===== src/hdl/abmg_pkg.sv =====
// Shared types and constants of the audio median, average, gain and VU block.
package abmg_pkg;

  localparam logic [2:0] REG_BLOCK_LEN = 3'd0;
  localparam logic [2:0] REG_WINDOW    = 3'd1;
  localparam logic [2:0] REG_MED_EN    = 3'd2;
  localparam logic [2:0] REG_AVG_EN    = 3'd3;
  localparam logic [2:0] REG_GAIN      = 3'd4;
  localparam logic [2:0] REG_VU_EN     = 3'd5;

  localparam logic [11:0] MID_CODE = 12'd2048;
  localparam logic [11:0] TOP_CODE = 12'd4095;

  // Settings that hold for one whole block.
  typedef struct packed {
    logic [4:0] w;
    logic       med;
    logic       avg;
    logic [7:0] gain;
    logic       vu;
  } blk_cfg_t;

endpackage


===== src/hdl/abmg_queue.sv =====
// Small first-in first-out queue of fixed-width entries.
module abmg_queue #(
  parameter int W     = 8,
  parameter int DEPTH = 2
) (
  input  logic         clk,
  input  logic         rst,
  input  logic         push,
  input  logic [W-1:0] wdata,
  output logic         full,
  input  logic         pop,
  output logic [W-1:0] rdata,
  output logic         empty
);
  localparam int AW = (DEPTH > 1) ? $clog2(DEPTH) : 1;
  localparam int CW = $clog2(DEPTH + 1);

  logic [W-1:0]  mem [DEPTH];
  logic [AW-1:0] wr_ptr;
  logic [AW-1:0] rd_ptr;
  logic [CW-1:0] count;
  logic          do_push;
  logic          do_pop;

  assign full    = (count == CW'(DEPTH));
  assign empty   = (count == '0);
  assign do_push = push && !full;
  assign do_pop  = pop && !empty;
  assign rdata   = mem[rd_ptr];

  always_ff @(posedge clk) begin
    if (do_push) begin
      mem[wr_ptr] <= wdata;
    end
  end

  always_ff @(posedge clk) begin
    if (rst) begin
      wr_ptr <= '0;
      rd_ptr <= '0;
      count  <= '0;
    end else begin
      if (do_push) begin
        wr_ptr <= (wr_ptr == AW'(DEPTH - 1)) ? '0 : wr_ptr + AW'(1);
      end
      if (do_pop) begin
        rd_ptr <= (rd_ptr == AW'(DEPTH - 1)) ? '0 : rd_ptr + AW'(1);
      end
      if (do_push && !do_pop) begin
        count <= count + CW'(1);
      end else if (do_pop && !do_push) begin
        count <= count - CW'(1);
      end
    end
  end

endmodule


===== src/hdl/abmg_div.sv =====
// Restoring divider, one quotient bit per cycle.
module abmg_div #(
  parameter int DW = 24,
  parameter int VW = 13
) (
  input  logic          clk,
  input  logic          rst,
  input  logic          start,
  input  logic [DW-1:0] dividend,
  input  logic [VW-1:0] divisor,
  output logic [DW-1:0] quotient,
  output logic          done
);
  localparam int CW = $clog2(DW + 1);

  logic [DW-1:0] quo;
  logic [VW-1:0] rem;
  logic [VW-1:0] dvs;
  logic [CW-1:0] cnt;
  logic          busy;
  logic [VW:0]   trial;

  assign trial    = {rem, quo[DW-1]};
  assign quotient = quo;

  always_ff @(posedge clk) begin
    if (start) begin
      quo <= dividend;
      rem <= '0;
      dvs <= divisor;
    end else if (busy) begin
      if (trial >= {1'b0, dvs}) begin
        rem <= VW'(trial - {1'b0, dvs});
        quo <= {quo[DW-2:0], 1'b1};
      end else begin
        rem <= trial[VW-1:0];
        quo <= {quo[DW-2:0], 1'b0};
      end
    end
  end

  always_ff @(posedge clk) begin
    if (rst) begin
      busy <= 1'b0;
      cnt  <= '0;
      done <= 1'b0;
    end else begin
      done <= 1'b0;
      if (start) begin
        busy <= 1'b1;
        cnt  <= CW'(DW);
      end else if (busy) begin
        cnt <= cnt - CW'(1);
        if (cnt == CW'(1)) begin
          busy <= 1'b0;
          done <= 1'b1;
        end
      end
    end
  end

endmodule


===== src/hdl/abmg_front.sv =====
// Front end: configuration registers, block position tracking and item tagging.
module abmg_front #(
  parameter int BLOCK_MAX  = 4096,
  parameter int WINDOW_MAX = 15,
  parameter int PW         = 13,
  parameter int SW         = 4
) (
  input  logic                clk,
  input  logic                rst,
  input  logic                wr_en,
  input  logic [2:0]          wr_index,
  input  logic [12:0]         wr_data,
  input  logic                push,
  input  logic [11:0]         sample_in,
  input  logic                q_full,
  output logic                item_push,
  output logic [11:0]         item_x,
  output logic [PW-1:0]       item_p,
  output logic [SW-1:0]       item_slot,
  output logic                item_last,
  output logic [PW-1:0]       item_n,
  output abmg_pkg::blk_cfg_t  item_cfg
);
  import abmg_pkg::*;

  logic [12:0] block_len;
  logic [3:0]  window_size;
  logic        median_enable;
  logic        average_enable;
  logic [7:0]  gain_percent;
  logic        vu_enable;

  logic [PW-1:0] pos;
  logic [SW-1:0] slot;
  logic [PW-1:0] cur_n;
  blk_cfg_t      cur_cfg;

  logic [PW-1:0] n_new;
  logic [4:0]    w_new;
  logic          usable;
  blk_cfg_t      cfg_new;
  logic          accept;

  always_ff @(posedge clk) begin
    if (rst) begin
      block_len      <= 13'd256;
      window_size    <= 4'd5;
      median_enable  <= 1'b0;
      average_enable <= 1'b0;
      gain_percent   <= 8'd100;
      vu_enable      <= 1'b1;
    end else if (wr_en) begin
      unique case (wr_index)
        REG_BLOCK_LEN: block_len      <= wr_data;
        REG_WINDOW:    window_size    <= wr_data[3:0];
        REG_MED_EN:    median_enable  <= wr_data[0];
        REG_AVG_EN:    average_enable <= wr_data[0];
        REG_GAIN:      gain_percent   <= wr_data[7:0];
        REG_VU_EN:     vu_enable      <= wr_data[0];
        default: ;
      endcase
    end
  end

  // Settings as they would be latched by the first sample of a block.
  always_comb begin
    if (block_len == '0) begin
      n_new = PW'(1);
    end else if (32'(block_len) > 32'(BLOCK_MAX)) begin
      n_new = PW'(BLOCK_MAX);
    end else begin
      n_new = PW'(block_len);
    end
    w_new = (32'(window_size) > 32'(WINDOW_MAX)) ? 5'(WINDOW_MAX) : 5'(window_size);
    usable = (w_new >= 5'd2) && (32'(w_new) <= 32'(n_new));
    cfg_new.w    = w_new;
    cfg_new.med  = usable && median_enable;
    cfg_new.avg  = usable && average_enable;
    cfg_new.gain = gain_percent;
    cfg_new.vu   = vu_enable;
  end

  assign accept    = push && !q_full;
  assign item_push = accept;
  assign item_x    = sample_in;
  assign item_p    = pos;
  assign item_slot = slot;
  assign item_n    = (pos == '0) ? n_new : cur_n;
  assign item_cfg  = (pos == '0) ? cfg_new : cur_cfg;
  assign item_last = (pos == item_n - PW'(1));

  always_ff @(posedge clk) begin
    if (accept && pos == '0) begin
      cur_n   <= n_new;
      cur_cfg <= cfg_new;
    end
  end

  always_ff @(posedge clk) begin
    if (rst) begin
      pos  <= '0;
      slot <= '0;
    end else if (accept) begin
      if (item_last) begin
        pos  <= '0;
        slot <= '0;
      end else begin
        pos  <= pos + PW'(1);
        slot <= (slot == SW'(WINDOW_MAX - 1)) ? '0 : slot + SW'(1);
      end
    end
  end

endmodule


===== src/hdl/abmg_back.sv =====
// Back end: sliding median, sliding mean, gain, clamp and VU level per block.
module abmg_back #(
  parameter int BLOCK_MAX  = 4096,
  parameter int WINDOW_MAX = 15,
  parameter int PW         = 13,
  parameter int SW         = 4
) (
  input  logic               clk,
  input  logic               rst,
  input  logic               item_empty,
  output logic               item_pop,
  input  logic [11:0]        item_x,
  input  logic [PW-1:0]      item_p,
  input  logic [SW-1:0]      item_slot,
  input  logic               item_last,
  input  logic [PW-1:0]      item_n,
  input  abmg_pkg::blk_cfg_t item_cfg,
  input  logic               out_full,
  output logic               out_push,
  output logic [11:0]        out_sample,
  output logic               out_end,
  output logic [6:0]         out_level,
  output logic [6:0]         out_peak
);
  import abmg_pkg::*;

  localparam int MSW = 12 + $clog2(WINDOW_MAX + 1);
  localparam int ASW = $clog2(BLOCK_MAX) + 12;
  localparam int DW  = (ASW > MSW) ? ASW : MSW;
  localparam int VW  = (PW > 7) ? PW : 7;

  // ceil(2^26 / 100); exact for every gain product magnitude below 2^19.
  localparam logic [19:0] RECIP_100 = 20'd671089;

  localparam logic [3:0] S_IDLE   = 4'd0;
  localparam logic [3:0] S_QCHK   = 4'd1;
  localparam logic [3:0] S_MSWEEP = 4'd2;
  localparam logic [3:0] S_MWR    = 4'd3;
  localparam logic [3:0] S_RCHK   = 4'd4;
  localparam logic [3:0] S_SSWEEP = 4'd5;
  localparam logic [3:0] S_MDIV   = 4'd6;
  localparam logic [3:0] S_GMUL   = 4'd7;
  localparam logic [3:0] S_GSTART = 4'd8;
  localparam logic [3:0] S_GDIV   = 4'd9;
  localparam logic [3:0] S_EMIT   = 4'd10;
  localparam logic [3:0] S_VDIV   = 4'd11;
  localparam logic [3:0] S_LVL    = 4'd12;
  localparam logic [3:0] S_OUT    = 4'd13;
  localparam logic [3:0] S_GCLAMP = 4'd14;

  logic [3:0] state;

  logic [11:0] raw  [WINDOW_MAX];
  logic [11:0] medh [WINDOW_MAX];

  logic [PW-1:0] cur_n;
  blk_cfg_t      cur_cfg;
  logic [PW-1:0] qpos, rpos, qtarget, rtarget;
  logic [SW-1:0] qslot, rslot, base, c;
  logic [11:0]   med_val, vval, yv;
  logic [MSW-1:0] mean_sum, sum_next;
  logic [ASW-1:0] abs_sum, abs_sum_new;
  logic [6:0]    level_hold, peak_hold, lvl;
  logic signed [21:0] prod;
  logic          neg, is_end;
  logic [17:0]   scaled;
  logic [18:0]   gmag;
  logic [38:0]   gscaled;
  logic [12:0]   gquo;

  logic          div_go, div_done;
  logic [DW-1:0] div_a, div_q;
  logic [VW-1:0] div_b;

  logic [4:0] h, e, la, hi, ei, lm_i;
  logic [PW:0] hx;
  logic [WINDOW_MAX-1:0] win_mask;
  logic [5:0] less_cnt, leq_cnt;
  logic       filt_q, filt_r;
  logic [11:0] yabs;

  function automatic logic [SW-1:0] base_of(input logic [SW-1:0] sl, input logic [4:0] hh);
    logic [SW:0] t;
    t = (SW+1)'(sl) + (SW+1)'(WINDOW_MAX) - (SW+1)'(hh);
    if (t >= (SW+1)'(WINDOW_MAX)) begin
      t = t - (SW+1)'(WINDOW_MAX);
    end
    return SW'(t);
  endfunction

  function automatic logic [SW-1:0] slot_inc(input logic [SW-1:0] sl);
    return (sl == SW'(WINDOW_MAX - 1)) ? '0 : sl + SW'(1);
  endfunction

  assign h    = cur_cfg.w >> 1;
  assign e    = (cur_cfg.w == '0) ? '0 : cur_cfg.w - 5'd1 - h;
  assign la   = cur_cfg.avg ? e : '0;
  assign hi   = item_cfg.w >> 1;
  assign ei   = (item_cfg.w == '0) ? '0 : item_cfg.w - 5'd1 - hi;
  assign lm_i = item_cfg.med ? ei : '0;
  assign hx   = (PW+1)'(h);

  // A position is filtered only where the whole window fits inside the block.
  assign filt_q = cur_cfg.med && ({1'b0, qpos} >= hx) && (({1'b0, qpos} + hx) < {1'b0, cur_n});
  assign filt_r = cur_cfg.avg && ({1'b0, rpos} >= hx) && (({1'b0, rpos} + hx) < {1'b0, cur_n});

  // Window membership of each history slot and the rank of the current candidate.
  always_comb begin
    logic [SW:0] off;
    less_cnt = '0;
    leq_cnt  = '0;
    for (int s = 0; s < WINDOW_MAX; s++) begin
      if (SW'(s) >= base) begin
        off = (SW+1)'(s) - (SW+1)'(base);
      end else begin
        off = (SW+1)'(s) + (SW+1)'(WINDOW_MAX) - (SW+1)'(base);
      end
      win_mask[s] = (6'(off) < 6'(cur_cfg.w));
    end
    for (int s = 0; s < WINDOW_MAX; s++) begin
      if (win_mask[s] && raw[s] < raw[c]) begin
        less_cnt = less_cnt + 6'd1;
      end
      if (win_mask[s] && raw[s] <= raw[c]) begin
        leq_cnt = leq_cnt + 6'd1;
      end
    end
  end

  assign sum_next    = mean_sum + (win_mask[c] ? MSW'(medh[c]) : '0);
  assign yabs        = (yv >= MID_CODE) ? yv - MID_CODE : MID_CODE - yv;
  assign abs_sum_new = abs_sum + ASW'(yabs);
  assign lvl         = (scaled[17:11] > 7'd100) ? 7'd100 : scaled[17:11];
  assign gscaled     = 39'(gmag) * 39'(RECIP_100);

  assign item_pop   = (state == S_IDLE) && !item_empty;
  assign out_push   = (state == S_OUT) && !out_full;
  assign out_sample = yv;
  assign out_end    = is_end;
  assign out_level  = level_hold;
  assign out_peak   = peak_hold;

  abmg_div #(.DW(DW), .VW(VW)) u_div (
    .clk      (clk),
    .rst      (rst),
    .start    (div_go),
    .dividend (div_a),
    .divisor  (div_b),
    .quotient (div_q),
    .done     (div_done)
  );

  always_ff @(posedge clk) begin
    if (item_pop) begin
      raw[item_slot] <= item_x;
    end
    if (state == S_MWR) begin
      medh[qslot] <= med_val;
    end
  end

  always_ff @(posedge clk) begin
    if (rst) begin
      state      <= S_IDLE;
      qpos       <= '0;
      rpos       <= '0;
      qslot      <= '0;
      rslot      <= '0;
      abs_sum    <= '0;
      level_hold <= '0;
      peak_hold  <= '0;
      div_go     <= 1'b0;
    end else begin
      div_go <= 1'b0;
      unique case (state)
        S_IDLE: begin
          if (!item_empty) begin
            cur_n   <= item_n;
            cur_cfg <= item_cfg;
            if (item_p == '0) begin
              qpos  <= '0;
              rpos  <= '0;
              qslot <= '0;
              rslot <= '0;
            end
            if (item_last) begin
              qtarget <= item_n;
            end else if (item_p >= PW'(lm_i)) begin
              qtarget <= item_p - PW'(lm_i) + PW'(1);
            end else begin
              qtarget <= '0;
            end
            state <= S_QCHK;
          end
        end
        S_QCHK: begin
          if (qpos < qtarget) begin
            if (filt_q) begin
              base  <= base_of(qslot, h);
              c     <= '0;
              state <= S_MSWEEP;
            end else begin
              med_val <= raw[qslot];
              state   <= S_MWR;
            end
          end else begin
            state <= S_IDLE;
          end
        end
        S_MSWEEP: begin
          if (win_mask[c] && (less_cnt <= 6'(h)) && (leq_cnt > 6'(h))) begin
            med_val <= raw[c];
          end
          c <= slot_inc(c);
          if (c == SW'(WINDOW_MAX - 1)) begin
            state <= S_MWR;
          end
        end
        S_MWR: begin
          if (qpos == cur_n - PW'(1)) begin
            rtarget <= cur_n;
          end else if (qpos >= PW'(la)) begin
            rtarget <= qpos - PW'(la) + PW'(1);
          end else begin
            rtarget <= '0;
          end
          qpos  <= qpos + PW'(1);
          qslot <= slot_inc(qslot);
          state <= S_RCHK;
        end
        S_RCHK: begin
          if (rpos < rtarget) begin
            if (filt_r) begin
              base     <= base_of(rslot, h);
              c        <= '0;
              mean_sum <= '0;
              state    <= S_SSWEEP;
            end else begin
              vval  <= medh[rslot];
              state <= S_GMUL;
            end
          end else begin
            state <= S_QCHK;
          end
        end
        S_SSWEEP: begin
          mean_sum <= sum_next;
          c        <= slot_inc(c);
          if (c == SW'(WINDOW_MAX - 1)) begin
            div_a  <= DW'(sum_next);
            div_b  <= VW'(cur_cfg.w);
            div_go <= 1'b1;
            state  <= S_MDIV;
          end
        end
        S_MDIV: begin
          if (div_done) begin
            vval  <= div_q[11:0];
            state <= S_GMUL;
          end
        end
        S_GMUL: begin
          prod  <= ($signed({1'b0, vval}) - 13'sd2048) * $signed({1'b0, cur_cfg.gain});
          state <= S_GSTART;
        end
        S_GSTART: begin
          neg   <= prod[21];
          gmag  <= prod[21] ? 19'(-prod) : 19'(prod);
          state <= S_GDIV;
        end
        S_GDIV: begin
          gquo  <= gscaled[38:26];
          state <= S_GCLAMP;
        end
        S_GCLAMP: begin
          // The quotient is truncated toward zero, then moved back around midscale.
          if (neg) begin
            yv <= (gquo >= 13'd2048) ? '0 : MID_CODE - gquo[11:0];
          end else begin
            yv <= (gquo >= 13'd2048) ? TOP_CODE : MID_CODE + gquo[11:0];
          end
          state <= S_EMIT;
        end
        S_EMIT: begin
          is_end <= (rpos == cur_n - PW'(1));
          if (rpos == cur_n - PW'(1)) begin
            if (cur_cfg.vu) begin
              div_a   <= DW'(abs_sum_new);
              div_b   <= VW'(cur_n);
              div_go  <= 1'b1;
              abs_sum <= '0;
              state   <= S_VDIV;
            end else begin
              abs_sum <= '0;
              state   <= S_OUT;
            end
          end else begin
            abs_sum <= abs_sum_new;
            state   <= S_OUT;
          end
        end
        S_VDIV: begin
          if (div_done) begin
            scaled <= 18'(div_q[11:0]) * 18'd100;
            state  <= S_LVL;
          end
        end
        S_LVL: begin
          level_hold <= lvl;
          if (lvl > peak_hold) begin
            peak_hold <= lvl;
          end
          state <= S_OUT;
        end
        S_OUT: begin
          if (!out_full) begin
            rpos  <= rpos + PW'(1);
            rslot <= slot_inc(rslot);
            state <= S_RCHK;
          end
        end
        default: state <= S_IDLE;
      endcase
    end
  end

endmodule


===== src/hdl/audio_block_median_average_gain_vu.sv =====
// Top level of the block audio conditioner: median, mean, gain and VU meter.
//
//   channel   direction  request        payload
//   config    in         wr_en          wr_index, wr_data
//   samples   in         push / full    sample_in
//   results   out        pop / empty    sample_out, block_end, vu_level, vu_peak
//
// A filtered median adds a rank sweep over all WINDOW_MAX history slots, a filtered mean
// adds a sweep over those slots plus a divider pass, and the VU level at a block end adds
// a further divider pass. One input item yields up to WINDOW_MAX results at a block end.
// Reset clears positions, sums and holds; histories are never read before they are
// written in the current block. A two-entry queue on each side lets input and output
// stall on their own.
module audio_block_median_average_gain_vu #(
  parameter int BLOCK_MAX  = 4096,
  parameter int WINDOW_MAX = 15
) (
  input  logic        clk,
  input  logic        rst,
  input  logic        wr_en,
  input  logic [2:0]  wr_index,
  input  logic [12:0] wr_data,
  input  logic        push,
  output logic        full,
  input  logic [11:0] sample_in,
  output logic        empty,
  input  logic        pop,
  output logic [11:0] sample_out,
  output logic        block_end,
  output logic [6:0]  vu_level,
  output logic [6:0]  vu_peak
);
  import abmg_pkg::*;

  localparam int PW = $clog2(BLOCK_MAX + 1);
  localparam int SW = $clog2(WINDOW_MAX);
  localparam int IW = 12 + PW + SW + 1 + PW + $bits(blk_cfg_t);
  localparam int OW = 12 + 1 + 7 + 7;

  logic          f_push, f_last, b_last;
  logic [11:0]   f_x, b_x;
  logic [PW-1:0] f_p, f_n, b_p, b_n;
  logic [SW-1:0] f_slot, b_slot;
  blk_cfg_t      f_cfg, b_cfg;
  logic [IW-1:0] q_wdata, q_rdata;
  logic          q_full, q_empty, q_pop;

  logic          o_push, o_full, o_end;
  logic [11:0]   o_sample;
  logic [6:0]    o_level, o_peak;
  logic [OW-1:0] o_wdata, o_rdata;

  assign full = q_full;

  abmg_front #(
    .BLOCK_MAX(BLOCK_MAX), .WINDOW_MAX(WINDOW_MAX), .PW(PW), .SW(SW)
  ) u_front (
    .clk       (clk),
    .rst       (rst),
    .wr_en     (wr_en),
    .wr_index  (wr_index),
    .wr_data   (wr_data),
    .push      (push),
    .sample_in (sample_in),
    .q_full    (q_full),
    .item_push (f_push),
    .item_x    (f_x),
    .item_p    (f_p),
    .item_slot (f_slot),
    .item_last (f_last),
    .item_n    (f_n),
    .item_cfg  (f_cfg)
  );

  assign q_wdata = {f_x, f_p, f_slot, f_last, f_n, f_cfg};
  assign {b_x, b_p, b_slot, b_last, b_n, b_cfg} = q_rdata;

  abmg_queue #(.W(IW), .DEPTH(2)) u_item_q (
    .clk   (clk),
    .rst   (rst),
    .push  (f_push),
    .wdata (q_wdata),
    .full  (q_full),
    .pop   (q_pop),
    .rdata (q_rdata),
    .empty (q_empty)
  );

  abmg_back #(
    .BLOCK_MAX(BLOCK_MAX), .WINDOW_MAX(WINDOW_MAX), .PW(PW), .SW(SW)
  ) u_back (
    .clk        (clk),
    .rst        (rst),
    .item_empty (q_empty),
    .item_pop   (q_pop),
    .item_x     (b_x),
    .item_p     (b_p),
    .item_slot  (b_slot),
    .item_last  (b_last),
    .item_n     (b_n),
    .item_cfg   (b_cfg),
    .out_full   (o_full),
    .out_push   (o_push),
    .out_sample (o_sample),
    .out_end    (o_end),
    .out_level  (o_level),
    .out_peak   (o_peak)
  );

  assign o_wdata = {o_sample, o_end, o_level, o_peak};
  assign {sample_out, block_end, vu_level, vu_peak} = o_rdata;

  abmg_queue #(.W(OW), .DEPTH(2)) u_out_q (
    .clk   (clk),
    .rst   (rst),
    .push  (o_push),
    .wdata (o_wdata),
    .full  (o_full),
    .pop   (pop),
    .rdata (o_rdata),
    .empty (empty)
  );

endmodule


===== config.mk =====
export PLATFORM = sky130hd
export DESIGN_NAME = audio_block_median_average_gain_vu
export DESIGN_NICKNAME = d
export VERILOG_FILES = /design/src/hdl/abmg_pkg.sv /design/src/hdl/abmg_queue.sv /design/src/hdl/abmg_div.sv /design/src/hdl/abmg_front.sv /design/src/hdl/abmg_back.sv /design/src/hdl/audio_block_median_average_gain_vu.sv
export SDC_FILE = /design/constraint.sdc
export NUM_CORES = 2
export LEC_CHECK = 0
export BUFFER_PORTS_ARGS = -buffer_cell sky130_fd_sc_hd__buf_2
export CAP_MARGIN = 20
export CORE_UTILIZATION = 55
export DETAILED_ROUTE_END_ITERATION = 16
export PLACE_DENSITY = 0.69
export SLEW_MARGIN = 20
export SYNTH_ARGS = -nofsm -noshare
export SYNTH_HDL_FRONTEND = slang
export SYNTH_HIERARCHICAL = 1
export SYNTH_SLANG_ARGS = --single-unit

===== constraint.sdc =====
create_clock -name clk -period 31.4 [get_ports clk]
set_input_delay 1.57 -clock clk [delete_from_list [all_inputs] [get_ports clk]]
set_output_delay 1.57 -clock clk [all_outputs]
set_load 0.02 [all_outputs]

# Word-level counts from Yosys, hierarchy flattened
# Memories as Yosys holds them, arrays and structs flattened. A register that Yosys moved wholly into a read port is not among the register bits.
# Index checks and enable logic that the tools add are counted.
dict set report word_totals {
  latch_bits 0
  romBits 0
  register_bits 439
  in_bits 33
  ramBits 530
  mem_count 4
  out_inout_bits 29
}
# name depth word_bits read_ports rd_clocked_by_memory_dff wr line_no
set memory_table {}
lappend memory_table {u_back.medh 15 12 2 2 1 abmg_back.sv:54} ;# logic [11:0] medh [WINDOW_MAX];
lappend memory_table {u_back.raw 15 12 17 2 1 abmg_back.sv:53} ;# logic [11:0] raw [WINDOW_MAX];
lappend memory_table {u_item_q.mem 2 58 1 1 1 abmg_queue.sv:18} ;# logic [W-1:0] mem [DEPTH];
lappend memory_table {u_out_q.mem 2 27 1 1 1 abmg_queue.sv:18}
dict set report classes {
  n_mul 3
  order_cmp 81
  add_sub_neg 101
  bitwise 3
  n_shift 0
  reduce_logical 106
  n_mux 167
  div_mod_pow 0
  n_eq_ne 45
}
# op n
set ops {}
lappend ops {{two-way mux 13 bit} 15}
lappend ops {{less-or-equal comparator 12 bit} 15}
lappend ops {{less-than comparator 12 bit} 15}
lappend ops {{two-way mux 6 bit} 28}
lappend ops {{adder 6 x 1 -> 6 bit, second input constant} 26}
lappend ops {{two-way mux 24 bit} 6}
lappend ops {{two-way mux 12 bit} 11}
lappend ops {{two-way mux 4 bit} 30}
lappend ops {{two-way mux 5 bit} 21}
lappend ops {{one-hot mux 13 bit (2 select lines)} 3}
lappend ops {{less-than comparator 5 bit} 15}
lappend ops {{subtractor 5 x 4 -> 5 bit, first input constant} 14}
lappend ops {{adder 13 x 1 -> 13 bit, second input constant} 5}
lappend ops {{one-hot mux 4 bit (15 select lines)} 1}
lappend ops {{logical AND 1 bit} 51}
lappend ops {{one-hot mux 12 bit (2 select lines)} 2}
lappend ops {{one-hot mux 24 bit (2 select lines)} 1}
lappend ops {{equality test 4 bit, second input constant} 11}
lappend ops {{subtractor 4 x 4 -> 5 bit, first input constant} 8}
lappend ops {{equality test 13 bit} 3}
lappend ops {{logical NOT 13 bit} 3}
lappend ops {{multiplier 19 x 20 -> 39 bit, second input constant} 1}
lappend ops {{two-way mux 16 bit} 2}
lappend ops {{one-hot mux 16 bit (2 select lines)} 1}
lappend ops {{80 further kinds} 218}

# Logic depth before layout (Yosys ltp)
dict set report depth {
  word_depth 38
  depth_mapped 69
  depth_no_buf 68
}

# Modules after synthesis
# Netlist, hierarchy kept.
# mod cells_per_inst seq_area_each_um2 instances area_each_um2
set modules_own_cells {}
lappend modules_own_cells {abmg_back 4960 19348.6 1 55321.8}
lappend modules_own_cells {{abmg_queue (u_item_q)} 209 3643.5 1 4479.3}
lappend modules_own_cells {abmg_front 481 1741.7 1 4166.5}
lappend modules_own_cells {abmg_div 255 1511.4 1 2984.1}
lappend modules_own_cells {{abmg_queue (u_out_q)} 109 1721.7 1 2163.3}

# Worst setup path after synthesis
# OpenSTA, ideal clock, no wires.
dict set report synth_timing {
  kind {register -> register}
  start {register with a tool-made name}
  end {register u_back.med_val[0] (enable)}
  t_arrival_ns 13.384
  required_ns 31.018
  setup_slack_ns 17.634
  n_path_buf 3
  path_stages_with_launch 69
  path_cell_list {dfxtp_1 clkbuf_1 buf_1 clkbuf_1 mux4_2 mux4_2 inv_1 ha_1 a21o_1 a21o_1 a21oi_1 nor2b_1 o21ai_0 nand2b_1 a21oi_1 nor2b_1 nor3_1 or2_2 [33 not listed] ha_1 mux2i_1 inv_1 ha_1 nand2_1 o21ai_0 ha_1 nand2_1 nand2_1 ha_1 nor2b_1 o21ai_0 nand2b_1 a21oi_1 a41oi_1 nor3_1 a31o_1 o21ai_1}
}
# element line_no
set synth_rtl {}
lappend synth_rtl {{to (signal assigned)} abmg_back.sv:203} ;# med_val <= raw[qslot];
lappend synth_rtl {{to (signal assigned)} abmg_back.sv:212} ;# med_val <= raw[c];
lappend synth_rtl {{to (decl)} abmg_back.sv:60} ;# logic [11:0] med_val, vval, yv;

==> results.tsv <==
stage	metric	value	unit
clock_network	clock_tree.htree_level_count	3	
placement	place.port_buffers	61	
global_routing	maximum_number_of_pins_on_one_net_before_global_route_repair	55	
run_status	run_status	finished clean	
critical_path	worst_path_most_repeated_cell	sky130_fd_sc_hd__ha_1	
sta	slew_headroom	23.8	%
logic_synthesis	avgSynthCellArea	11.5	sq um
critical_path	critical_path.max_fanout	45	
sta	finalClockSkew	59.8	ps
logic_synthesis	postSynthRegisterBits	986	
global_routing	grt_antenna_before_repair	8	
die	core_region	124000	sq um
global_routing	grt_pass1_wl	267000	um
logic_synthesis	cell_area_after_technology_mapping	69100	sq um
critical_path	crit_path_end_kind	register	
route	wl	174000	um
logic_synthesis	post_synth_num_cell_types	120	
logic_synthesis	synth-async-reset-ratio	0	%
global_routing	grt-ovfl-total	0	
sta	report.final.setup_viol	0	
clock_network	post_cts_resize_count	0	
logic_synthesis	netlist_instances	6014	
clock_network	post_cts_setup_buffer_count	0	
layout	most-common-layout-cells	sky130_fd_sc_hd__edfxtp_1, sky130_fd_sc_hd__ha_1, sky130_fd_sc_hd__inv_1	
route	routed-via-count	46800	
route	drtPass1Iterations	6	
clock_network	numClockSinks	986	
die	fp.dieW	356	um
sta	final-hold-violation-count	0	
die	die_area	127000	sq um
critical_path	largest_stage_delay_worst_path	760	ps
critical_path	worst-endpoint-arrival	15870	ps
die	design.portCount	62	
die	fp.dieH	356	um
sta	post-route-period-util	49.2	%
logic_synthesis	netlist.area_leader.share	35.7	%
logic_synthesis	dominantRegCellSynth	sky130_fd_sc_hd__edfxtp_1	
placement	worst_slack_placed	16020	ps
critical_path	critPathBufInv	9	
logic_synthesis	synth-edff-count	822	
clock_network	number_of_buffers_added_by_the_clock_tree_synthesis_step	105	
route	drc_violations_left	0	
layout	drive_gt1_share	13.1	%
critical_path	timing.critical_path.max_delay_family	adder cells	
sta	fin_ws	15950	ps
route	route.detailed.vias_per_inst	6.02	
clock_network	clock_tree.buffer_depth	3	
clock_network	cts_root_buffer	sky130_fd_sc_hd__clkbuf_16	
layout	fin_util	60.4	%
route	drt_first_iter_violations	4047	
critical_path	worstSetupStartpointType	register	
clock_network	clock_transition_at_the_register_clock_pins_on_the_worst_setup_and_hold_paths_after_cts	60	ps
route	avgRoutedWirePerCell	22.3	um
sta	max_slew.worst_pin.slew	1140	ps
clock_network	ctsHoldBuffers	0	
flow_run	max-cap-violations	0	
critical_path	cpMaxStageDelayCell	sky130_fd_sc_hd__buf_4	
layout	layout.cells.most_common	sky130_fd_sc_hd__edfxtp_1	
logic_synthesis	yosys_warnings	6	
sta	max_clock_freq	0.0647	GHz
placement	hpwl	128000	um
sta	hold_slack	419	ps
critical_path	critPathRequiredTime	31820	ps
sta	setup_total_negative_slack	0	ps
worst_hold_path	holdCritPathClass	reg2reg	
global_routing	number_of_global_route_vias_before_repair	45700	
layout	layout_overhead_on_the_synthesized_area	8.44	%
sta	grt_setup_unrepaired	no	
route	antenna_violating_nets_post_route	0	
placement	place.gp.congestion	0.955	
logic_synthesis	post_synth_top_area_cell	sky130_fd_sc_hd__edfxtp_1	
clock_network	tritoncts	built	
sta	slew_violations	0	
logic_synthesis	post_synth_main_area_contributors	sky130_fd_sc_hd__edfxtp_1, sky130_fd_sc_hd__ha_1, sky130_fd_sc_hd__mux4_2	
clock_network	clock_latency	740	ps
die	num_rows	129	
critical_path	critPathKind	reg2reg	
layout	nNetsFinal	7061	
die	initial_utilization	55.7	%
logic_synthesis	synth_seq_area_share	40.5	%
global_routing	grt_usage	27.4	%
sta	layout_min_cycle_time	15450	ps
-- cell type report --
class | instances | area, sq um
inverter | 595 | 2230
antenna | 3 | 7.51
timing repair buffer | 129 | 846
multi-input combinational | 4235 | 38300
fill | 9918 | 49200
clock buffer | 148 | 2990
clock inverter | 52 | 563
tap | 1637 | 2050
sequential | 986 | 28000
-- layer usage --
metal	share of wire (%)	GRT usage (%)	wire, um	vias up
met2	47	44.4	81200	1574
met1	43	37.8	75300	23100
met4	3.2	8.65	5600	4
met3	6.7	4.14	11500	314
li1	-	-	-	21800
met5	0.015	0	26	-
-- per-stage QoR --
| stage | area [sq um] | instances |
|---|---|---|
| after global placement | 71300 | 7577 |
| after detailed placement | 71300 | 7579 |
| after global routing | 74900 | 7782 |
| after CTS | 74900 | 7779 |
| after floorplan | 69100 | 6016 |
| final | 74900 | 7785 |
-- state kept, by name (all words and copies together) (netlist names), 15 cells and up, named ones only --
| register | count |
|---|---|
| u_out_q/mem | 54 |
| u_back/div_a | 24 |
| u_back/abs_sum | 24 |
| u_front/cur_cfg | 15 |
| u_back/mean_sum | 16 |
| u_back/gmag | 19 |
| u_back/prod | 20 |
| u_back/cur_cfg | 16 |
| u_back/medh | 180 |
| u_back/raw | 192 |
| u_item_q/mem | 118 |
| u_back/u_div/quotient | 24 |
-- path summary, 6_finish.rpt --
kind | from | endpoint | slack (ps) | cells past startpoint
min reg2reg | u_back/div_b[1] | u_back/u_div/dvs[1] | 420 | 0
max reg2reg | register | u_back/med_val[8] | 15950 | 67
max | register | u_back/med_val[8] | 15950 | 67
min | u_back/div_b[1] | u_back/u_div/dvs[1] | 420 | 0
-- cells in the mapped netlist (25+ instances only) --
cell type and instances:
sky130_fd_sc_hd__edfxtp_1 822, sky130_fd_sc_hd__ha_1 751, sky130_fd_sc_hd__inv_1 590, sky130_fd_sc_hd__nand2_1 430
sky130_fd_sc_hd__nor2_1 372, sky130_fd_sc_hd__a21oi_1 274, sky130_fd_sc_hd__o21ai_0 239, sky130_fd_sc_hd__fa_1 225
sky130_fd_sc_hd__xnor2_1 224, sky130_fd_sc_hd__mux4_2 211, sky130_fd_sc_hd__dfxtp_1 164, sky130_fd_sc_hd__mux2_2 161
sky130_fd_sc_hd__clkbuf_1 132, sky130_fd_sc_hd__xor2_1 98, sky130_fd_sc_hd__nand3_1 93, sky130_fd_sc_hd__nor3_1 90
sky130_fd_sc_hd__mux2i_1 85, sky130_fd_sc_hd__a21o_1 84, sky130_fd_sc_hd__nor2b_1 80, sky130_fd_sc_hd__and2_1 77
sky130_fd_sc_hd__nand4_1 76, sky130_fd_sc_hd__nand2b_1 75, sky130_fd_sc_hd__o21a_1 47, sky130_fd_sc_hd__a211oi_1 38
sky130_fd_sc_hd__o21bai_1 35, sky130_fd_sc_hd__or3_1 34, sky130_fd_sc_hd__buf_1 33, sky130_fd_sc_hd__and3_1 31
sky130_fd_sc_hd__a31oi_1 25, sky130_fd_sc_hd__nor4_1 25
-- cell families after synthesis --
logic type | synth area share [%]
flip-flops | 40.5
other | 0.0109
adder cells (fa/ha/maj) | 20.1
AO/OA/AOI/OAI | 8.71
AND/OR/NAND/NOR | 10.9
XOR/XNOR | 4.54
multiplexers | 10.8
buffers and inverters | 4.50
Power is left out: the tool's default activity adds up to more than one toggle a clock period on the data nets, which glitch-free logic cannot reach.
